File: src/hw/rtl/sk_pkg.sv
// shared types and constants of the spectral kurtosis estimator
`timescale 1ns / 1ps
`default_nettype none

package sk_pkg;

    localparam int MAX_INPUTS_DEF   = 2;
    localparam int MAX_CHANNELS_DEF = 1024;
    localparam int MAX_INTEG_DEF    = 4096;

    localparam int S1_W  = 20;
    localparam int S2_W  = 27;
    localparam int ENT_W = S1_W + S2_W;

    // divider dividend and divisor widths
    localparam int X_W = 73;
    localparam int D_W = 52;

    localparam int CFG_IDX_W  = 4;
    localparam int CFG_DATA_W = 13;

    typedef enum logic [CFG_IDX_W-1:0] {
        CFG_INT_LEN  = 4'd0,
        CFG_COMB     = 4'd1,
        CFG_INPUTS   = 4'd2,
        CFG_CHANNELS = 4'd3
    } t_cfg_idx;

    typedef enum logic [3:0] {
        S_CLEAR,
        S_IDLE,
        S_RMW,
        S_RD,
        S_MUL,
        S_NEXT,
        S_SETUP,
        S_WLO,
        S_WHI,
        S_DIV_GO,
        S_DIV_WAIT,
        S_EMIT,
        S_FIN
    } t_state;

    typedef struct packed {
        logic           start;
        logic [X_W-1:0] x;
        logic [D_W-1:0] den;
    } t_div_req;

endpackage

`default_nettype wire

File: src/hw/rtl/sk_div.sv
// iterative restoring divider, one quotient bit per cycle
`timescale 1ns / 1ps
`default_nettype none

module sk_div import sk_pkg::*; (
    input  wire logic           i_clk,
    input  wire logic           i_rst_n,
    input  wire t_div_req       i_req,
    output logic                o_done,
    output logic [X_W-1:0]      o_q
);

    localparam int CW = $clog2(X_W + 1);

    logic [X_W-1:0] r_x;
    logic [X_W-1:0] r_q;
    logic [D_W-1:0] r_den;
    logic [D_W-1:0] r_rem;
    logic [CW-1:0]  r_cnt;
    logic           r_busy;
    logic           r_done;

    logic [D_W:0]   w_t;
    logic [D_W:0]   w_diff;
    logic           w_ge;

    assign w_t    = {r_rem, r_x[X_W-1]};
    assign w_ge   = w_t >= {1'b0, r_den};
    assign w_diff = w_t - {1'b0, r_den};

    always_ff @(posedge i_clk) begin
        if (!i_rst_n) begin
            r_busy <= 1'b0;
            r_done <= 1'b0;
        end else begin
            r_done <= 1'b0;
            if (i_req.start) begin
                r_busy <= 1'b1;
            end else if (r_busy && r_cnt == CW'(1)) begin
                r_busy <= 1'b0;
                r_done <= 1'b1;
            end
        end
    end

    always_ff @(posedge i_clk) begin
        if (i_req.start) begin
            r_x   <= i_req.x;
            r_den <= i_req.den;
            r_rem <= '0;
            r_q   <= '0;
            r_cnt <= CW'(X_W);
        end else if (r_busy) begin
            r_x   <= {r_x[X_W-2:0], 1'b0};
            r_rem <= w_ge ? w_diff[D_W-1:0] : w_t[D_W-1:0];
            r_q   <= {r_q[X_W-2:0], w_ge};
            r_cnt <= r_cnt - CW'(1);
        end
    end

    assign o_done = r_done;
    assign o_q    = r_q;

endmodule

`default_nettype wire

File: config.mk
export PLATFORM = sky130hd
export DESIGN_NAME = sk_div
export DESIGN_NICKNAME = d
export VERILOG_FILES = /design/src/hw/rtl/sk_pkg.sv /design/src/hw/rtl/sk_div.sv
export SDC_FILE = /design/constraint.sdc
export NUM_CORES = 1
export LEC_CHECK = 0
export ABC_AREA = 0
export BUFFER_PORTS_ARGS = -buffer_cell sky130_fd_sc_hd__buf_2
export CAP_MARGIN = 5
export CORE_UTILIZATION = 40
export CTS_BUF_LIST = sky130_fd_sc_hd__clkbuf_4 sky130_fd_sc_hd__clkbuf_8 sky130_fd_sc_hd__clkbuf_16
export CTS_CLUSTER_SIZE = 8
export DETAILED_ROUTE_END_ITERATION = 8
export GPL_ROUTABILITY_DRIVEN = 0
export HOLD_SLACK_MARGIN = 0.1
export SLEW_MARGIN = 40
export SYNTH_ARGS = -nofsm -noshare
export SYNTH_HDL_FRONTEND = slang
export SYNTH_SLANG_ARGS = --single-unit
File: constraint.sdc
create_clock -name i_clk -period 3.1 [get_ports i_clk]
set_input_delay 0.31 -clock i_clk [delete_from_list [all_inputs] [get_ports i_clk]]
set_output_delay 0.31 -clock i_clk [all_outputs]
set_load 0.02 [all_outputs]
=== After elaboration in Yosys (flattened, before gate mapping) ===
Index checks and enable logic that the tools add are counted.

* Register bits after elaboration: 259
* Latch bits: 0
* Memory bits (writable): 0
* Memory bits (read-only): 0
* Bits of input ports: 128
* Output and inout port bits: 74
* Logic and storage cells: 22
* Memories kept: 0

* $add $sub $neg: 2
* $mul: 0
* Divide/modulo/power cells: 0
* $lt $le $gt $ge: 1
* Equal/unequal tests: 1
* Shift-type cells: 0
* Multiplexer cells: 6
* Bitwise gates (word level): 1
* Reduce and logical (&&, ||, !) cells: 4

{| class="wikitable"
|+ Operator list
! cell !! number
|-
| 73-bit 2-to-1 mux || 2
|-
| 53-bit by 52-bit greater-or-equal comparator with 1-bit output || 1
|-
| 52-bit 2-to-1 mux || 1
|-
| 52-bit subtractor || 1
|-
| 7-bit by 1-bit equality test with 1-bit output (second input constant) || 1
|-
| 7-bit by 1-bit subtractor with 7-bit output (second input constant) || 1
|-
| 2-bit nonzero test || 2
|-
| 1-bit 2-to-1 mux || 3
|-
| 2-bit OR reduction || 1
|-
| 1-bit logical AND || 1
|-
| 1-bit inverter || 1
|}

=== Longest topological paths before layout ===
Gate-level depths: netlist (run 1).

* Word-level depth: 4
* Depth in mapped cells: 15
* Mapped depth without buffers: 13

=== Least setup slack after synthesis (run 1) ===
OpenSTA, ideal clock, no wires.

* Kind: register to register
* Start: register r_den[1]
* End: register r_rem[42]
* Setup time: 0.117 ns
* Arrival time: 2.808 ns
* Required time: 2.983 ns
* Setup slack: 0.175 ns
* Cell stages (with the launch flop): 14
* Buffers on the path: 2
* Period minus slack after synthesis: 2.925 ns
* Cells stage by stage: edfxtp_1 > inv_1 > ha_1 > nor2b_1 > o31a_1 > o31ai_1 > a211oi_2 > a31oi_1 > o31a_2 > o21a_1 > buf_2 > buf_4 > nand2_1 > a32o_1

* Longest elaborated chain between the ends: 2

{| class="wikitable"
|+ Ends and longest elaborated chain
! element !! line !! text
|-
| from (decl) || sk_div.sv:17 || <nowiki>logic [D_W-1:0] r_den;</nowiki>
|-
| from (signal assigned) || sk_div.sv:49 || <nowiki>r_den <= i_req.den;</nowiki>
|-
| 52-bit subtractor or 53-bit by 52-bit greater-or-equal comparator with 1-bit output (tied branches) || sk_div.sv:29, sk_div.sv:28 ||
|-
| 52-bit 2-to-1 mux (*) || sk_div.sv:55 || <nowiki>r_rem <= w_ge ? w_diff[D_W-1:0] : w_t[D_W-1:0];</nowiki>
|-
| to (signal assigned) || sk_div.sv:55 ||
|-
| to (decl) || sk_div.sv:18 || <nowiki>logic [D_W-1:0] r_rem;</nowiki>
|}

Every way passes the cells marked *; elsewhere a longest branch is shown, timed or not.
A chain may end at the register's enable or synchronous reset.

=== Worst setup path in the final report (run 1) ===
* Start: register r_den[18]
* End: register r_rem[41]

Same word-level chain as after synthesis.

==> results of run 1 <==
## repair_timing
item | CTS | global route
gates cloned | 0 | 5
gates resized for setup | 16 | 63
pin swaps | 5 | 30
hold buffers | 122 | 0
buffers inserted | 5 | 7
setup endpoints to repair | 24 | 49
endpoints found under the hold margin | 123 | 0
## cell families (layout without fill, tap and decap cells)
| family | Yosys count | in the layout | synth area share, % |
|---|---|---|---|
| AOI/OAI and AO/OA | 267 | 267 | 14.00 |
| xor gates and xnor gates | 48 | 48 | 3.224 |
| and+or+nand+nor | 297 | 297 | 10.21 |
| other | 0 | 2 | 0 |
| buffers and inverters | 137 | 557 | 4.145 |
| muxes | 170 | 170 | 13.74 |
| DFF | 259 | 259 | 49.35 |
| adders and majority gates | 55 | 55 | 5.334 |
## area by class of cell
class	instances	area, um^2
clock inverters	2	36.28
inverters	69	259.0
diodes	2	5.005
well taps	435	544.3
repair buffers	427	3162
fillers	2754	13730
multi-input cells	837	6511
flip-flops and latches	259	6440
clock buffers	59	1115
## sequential cells by signal, indices dropped and copies added, names as in the netlist
signal  flops
r_x        73
o_done      1
r_cnt       7
r_busy      1
o_q        73
r_rem      52
r_den      52
## report_power, final
group,leakage [nW],switching (mW),internal [mW]
sequential,2.33,0.114,3.85
clock,0.584,1.51,2.46
combinational,4.88,1.12,1.12
## Yosys cell counts (3+ instances only)
master | n | share of area [%]
a211oi_1 | 52 | 3.0
o21ai_0 | 29 | 1.1
xnor2_1 | 32 | 2.1
a31oi_1 | 8 | 0.38
or3_1 | 3 | 0.14
xor2_1 | 16 | 1.1
buf_4 | 4 | 0.23
nand2_1 | 52 | 1.5
mux2_2 | 72 | 6.2
and3_1 | 12 | 0.58
a21oi_1 | 67 | 2.6
nor2_1 | 156 | 4.5
and2_1 | 6 | 0.29
nand4_1 | 11 | 0.53
o31ai_1 | 4 | 0.23
mux2i_1 | 98 | 7.5
inv_1 | 68 | 2.0
ha_1 | 54 | 5.2
buf_1 | 10 | 0.29
nand2b_1 | 6 | 0.29
o21a_1 | 6 | 0.35
nor2b_1 | 8 | 0.38
a21o_1 | 35 | 2.0
o21ai_1 | 14 | 0.54
nand3_1 | 15 | 0.58
o21bai_1 | 8 | 0.46
buf_2 | 9 | 0.35
clkbuf_1 | 45 | 1.3
nor3_1 | 10 | 0.38
a32oi_1 | 3 | 0.20
o211ai_1 | 3 | 0.17
edfxtp_1 | 125 | 29
dfxtp_1 | 134 | 21
or2_2 | 4 | 0.19
## layer usage
metal	wire length, um	part of all wire, %
met3	2003	6.0
met1	15230	45
met4	977	2.9
met2	15420	46
met5	0	0
## placed cells by master, fill, tap and decap left out, types with 15 or more instances in the layout
master / n
a211oi_1: 49
dfxtp_1: 133
buf_2: 200
clkbuf_16: 42
mux2i_1: 95
ha_1: 34
a21oi_1: 65
nor2_1: 154
inv_1: 66
ha_4: 15
dlygate4sd3_1: 122
a21o_1: 35
edfxtp_1: 125
xor2_1: 16
clkbuf_4: 20
mux2_2: 72
buf_4: 92
o21ai_0: 27
nand2_1: 51
xnor2_1: 31
## worst max-delay path, stage by stage (launching register included)
cell,delay [ns]
edfxtp_1,0.35
inv_2,0.05
ha_4,0.27
nand4_1,0.16
nor3_4,0.17
or4b_4,0.48
a31o_4,0.23
a2111oi_4,0.40
o211ai_2,0.17
a21boi_2,0.17
nor3_1,0.05
or3b_1,0.37
a221oi_2,0.21
## stage by stage
step / power (mW) / util [%] / TNS (ns) / hold slack, ns / setup WS (ns)
3_3_place_gp: 5.851 / 47.28 / -0.2325 / 0.4737 / -0.08595
5_1_grt: 10.66 / 56.83 / -1.020 / 0.1146 / -0.2051
4_1_cts: 10.07 / 55.27 / -0.1369 / 0.1059 / -0.1029
3_5_place_dp: 5.868 / 47.29 / -0.9190 / 0.4823 / -0.1600
6_report: 10.18 / 56.83 / -0.07890 / 0.1176 / -0.07890
2_1_floorplan: 5.250 / - / 0 / 0.4089 / 0.1746
## final timing paths
| check | endpoint | startpoint | slack [ns] | depth (start not counted) |
|---|---|---|---|---|
| hold reg to reg | r_cnt[1]$_SDFFE_PP0P_ | r_cnt[1]$_SDFFE_PP0P_ | 0.50 | 2 |
| setup reg to reg | r_rem[41]$_SDFFE_PP0P_ | r_den[18]$_DFFE_PP_ | -0.08 | 12 |
| hold / removal | r_x[25]$_DFFE_PP_ | i_req[77] | 0.12 | 2 |
| setup / recovery | r_rem[41]$_SDFFE_PP0P_ | r_den[18]$_DFFE_PP_ | -0.08 | 12 |
==> flow_summary.json, run 1 <==
{
  "synth_edf_count": 125,
  "power-per-cell-area_nw_per_um2": 563.6,
  "avgSynthCellArea_um2": 10.58,
  "die_h_um": 182.6,
  "p_leak_nw": 7.802,
  "synthToLayoutAreaGrowth_pct": 38.58,
  "grt_max_degree": 74,
  "synth-seq-cells": 259,
  "vias": 10550,
  "ys_types": 75,
  "failed_checks": "setup timing",
  "drc_errors": 0,
  "met3_usage_pct": 5.049,
  "cts_buffer_depth": 3,
  "avgViaCountPerCell": 5.049,
  "status": "complete, but fails checks",
  "cts-root-buf": "clkbuf_16",
  "hp-class": "input port to register",
  "wl_mm": 33.62,
  "met1_usage_pct": 24.92,
  "placed_area_um2": 15040,
  "finClkSkew_ns": 0.01211,
  "rsz0062_at_grt": "yes",
  "fmax_mhz": 314.6,
  "max_cap_viol_count": 0,
  "synthCells": 1233,
  "ir_drop_uv": 442.1,
  "met2_usage_pct": 32.35,
  "setup.worst_path.end_class": "register",
  "instances_no_fill": 2090,
  "cts_buffers": 38,
  "synth_nets": 1416,
  "cts.sinks": 259,
  "dieArea_um2": 33330,
  "clk_latency_ns": 0.52,
  "finalCriticalPeriod_ns": 3.179,
  "final_nets": 1815,
  "cp_max_fo": 4,
  "start_util_pct": 41.01,
  "min_period_over_period_pct": 102.5,
  "drtIter0Drc": 514,
  "dp_hpwl_mm": 21.24,
  "path_class": "register to register",
  "io_pins": 202,
  "ant_nets": 0,
  "finalHoldViolations": 0,
  "rows": 65,
  "grt_pass1_wl_mm": 53.48,
  "overflow": 0,
  "mappedNetlistArea_um2": 13040,
  "cts_tree": "built",
  "htree_num_levels": 2,
  "max_slew_margin_pct": 51.58,
  "setup_viol": 1,
  "tightest_slew_ns": 0.7264,
  "post_drt_wl_per_cell_um": 16.09,
  "die_w_um": 182.6,
  "design_area_um2": 18070,
  "core_um2": 31800,
  "grt-busiest-layer": "met2",
  "seq_area_frac_synth_pct": 49.35,
  "worstPathArrival_ns": 3.61,
  "yosysWarnings": 0,
  "drtPass1Iterations": 7,
  "ys_async_sr_fraction_pct": 0,
  "slew_violations": 0,
  "track_usage_pct": 19.59,
  "io_buffers": 201,
  "dpl.cell_count": 1888,
  "grt_pass1_vias": 10740,
  "clk_pin_slew_ns": 0.05,
  "drive_gt1_share_pct": 31.40,
  "synth_ff_type": "dfxtp_1",
  "startpoint_type": "register",
  "grt_antenna_before_repair": 2,
  "critPathRequiredTime_ns": 3.53,
  "worst_slack_ns": -0.07890
}
Note: power is estimated with default switching activity, not from simulation.
==> run 2, diff against run 1 <==
--- a/config.mk
+++ b/config.mk
@@ -14,7 +14,9 @@
 export DETAILED_ROUTE_END_ITERATION = 8
 export GPL_ROUTABILITY_DRIVEN = 0
 export HOLD_SLACK_MARGIN = 0.1
+export PLACE_DENSITY = 0.71
 export SLEW_MARGIN = 40
 export SYNTH_ARGS = -nofsm -noshare
 export SYNTH_HDL_FRONTEND = slang
 export SYNTH_SLANG_ARGS = --single-unit
+export TNS_END_PERCENT = 100
==> run 2 against run 1 <==
  * Critical path depth up 4
  * Clock-buffer cell count is 6 lower
  * Register-to-register slack about the same
  * Wire length is 3.4% higher
  * Sequential share of layout area shrank 0.18 points
  * Global-route usage is 0.60 points higher
  * Flip-flop and latch count unchanged
  * The run still ends with setup timing left
  * Die area is the same
  * Worst setup slack worse by 0.0091 ns
==> flow_summary.json, run 2 (same netlist as run 1, synthesis figures left out) <==
{
  "status": "complete, but fails checks",
  "failed_checks": "setup timing",
  "critPathRequiredTime_ns": 3.47,
  "htree_num_levels": 2,
  "grt_pass1_vias": 11130,
  "drtIter0Drc": 555,
  "ir_drop_uv": 464.4,
  "cts_buffer_depth": 3,
  "cts_tree": "built",
  "finalCriticalPeriod_ns": 3.188,
  "start_util_pct": 41.01,
  "netSwitchingFraction_pct": 27.31,
  "min_period_over_period_pct": 102.8,
  "path_cells": "inv_1, ha_4, a21o_1, a211oi_1, o311ai_0, a22o_1, a31oi_1, buf_4, o31a_4, o21ai_4, buf_12, buf_4, buf_6, nand2_2, o21ai_2, a211oi_1",
  "setup.worst_path.end_class": "register",
  "track_usage_pct": 20.18,
  "finalSetupTns_ns": -1.060,
  "final_util_pct": 57.13,
  "p_sw_mw": 2.785,
  "power-per-cell-area_nw_per_um2": 561.3,
  "finClkSkew_ns": 0.02477,
  "cpMaxStageDelayCell": "o21ai_4",
  "rows": 65,
  "nFillCells": 2637,
  "p_comb_share_pct": 22.4,
  "final_common_cell": "buf_2",
  "cp_max_fo": 8,
  "worstPathArrival_ns": 3.56,
  "die_w_um": 182.6,
  "drc_errors": 0,
  "post_drt_wl_per_cell_um": 16.52,
  "internal_power_mw": 7.411,
  "max_slew_margin_pct": 46.58,
  "io_buffers": 201,
  "max_cap_viol_count": 0,
  "power_frac_seq_pct": 39.0,
  "worst_slack_ns": -0.08797,
  "grt_pass1_wl_mm": 54.63,
  "place_ws_ns": -0.1630,
  "clkPwrFrac_pct": 38.5,
  "slew_violations": 0,
  "dp_hpwl_mm": 21.78,
  "wl_mm": 34.76,
  "hold-worst-slack_ns": 0.1216,
  "overflow": 0,
  "vias": 10810,
  "path_class": "register to register",
  "cts-root-buf": "clkbuf_16",
  "drtPass1Iterations": 5,
  "core_um2": 31800,
  "synthToLayoutAreaGrowth_pct": 39.30,
  "setup_viol": 23,
  "drive_gt1_share_pct": 32.05,
  "fmax_mhz": 313.7,
  "clk_pin_slew_ns": 0.06,
  "ant_nets": 0,
  "power_mw": 10.20,
  "cts_buffers": 38,
  "p_leak_nw": 7.867,
  "final_cell_mix": "200 x buf_2, 154 x nor2_1, 133 x dfxtp_1",
  "startpoint_type": "register",
  "die_h_um": 182.6,
  "grt_max_degree": 82,
  "cts.sinks": 259,
  "hp-class": "input port to register",
  "dieArea_um2": 33330,
  "finalHoldViolations": 0,
  "io_pins": 202,
  "timing.critical_path.slowest_cell_delay_ns": 0.43,
  "final_nets": 1833,
  "grt_antenna_before_repair": 3,
  "rsz0062_at_grt": "yes",
  "avgViaCountPerCell": 5.135,
  "tightest_slew_ns": 0.8014,
  "clk_latency_ns": 0.54
}
run 2: power by group through the flow:
stage	clock (mW)	sequential (mW)	combinational (mW)
CTS	4.01	3.97	2.05
detailed placement	0	4.03	1.87
global route	4.18	4.00	2.48
finish	3.93	3.98	2.29
floorplan	0	3.99	1.26
global placement	0	4.02	1.84
run 2: through the flow:
stage          area, um^2  instances
3_3_place_gp        15120       1900
2_1_floorplan       13040       1233
3_5_place_dp        15120       1900
5_1_grt             18170       2104
6_report            18170       2104
4_1_cts             17660       2086
run 2: worst max-delay path, delay by kind of cell, from the launching register on:
kind                     cells  cell delay (ns)
adder cells (fa/ha/maj)      1             0.30
AND/OR/NAND/NOR              1             0.04
AO/OA/AOI/OAI                9             1.71
flip-flops                   1             0.32
buffers and inverters        5             0.62
run 2: layout make-up:
type / instances / area [um^2] / share of cell area [%]
Antenna cell: 3 / 7.507 / 0.04133
Clock buffer: 53 / 1070 / 5.889
Clock inverter: 3 / 58.81 / 0.3237
Inverter: 69 / 259.0 / 1.426
Multi-Input combinational cell: 837 / 6489 / 35.72
Sequential cell: 259 / 6440 / 35.45
Tap cell: 435 / 544.3 / 2.996
Timing Repair Buffer: 445 / 3298 / 18.16
run 2: per-layer routing:
metal  vias to the layer above  wire length, um  GRT usage, %
li1                       5291                -             -
met1                      5124            14770         24.51
met2                       316            16800         34.18
met3                        74             2273         5.468
met4                         0              916         7.328
met5                         -                0             0
run 2: path summary, 6_finish.rpt:
check,startpoint,to,slack [ns],depth (start not counted)
max reg2reg,r_den[22]$_DFFE_PP_,r_rem[11]$_SDFFE_PP0P_,-0.09,16
max,r_den[22]$_DFFE_PP_,r_rem[11]$_SDFFE_PP0P_,-0.09,16
min,i_req[99],r_x[47]$_DFFE_PP_,0.12,2
min reg2reg,r_rem[43]$_SDFFE_PP0P_,r_rem[43]$_SDFFE_PP0P_,0.49,2
run 2: repair_timing:
| action | in CTS | in global routing |
|---|---|---|
| pin swaps | 4 | 41 |
| gates cloned | 0 | 4 |
| hold endpoints to repair | 125 | 0 |
| resized for setup | 14 | 67 |
| buffers inserted | 6 | 11 |
| endpoints found under the setup margin | 30 | 52 |
| hold buffers | 124 | 0 |
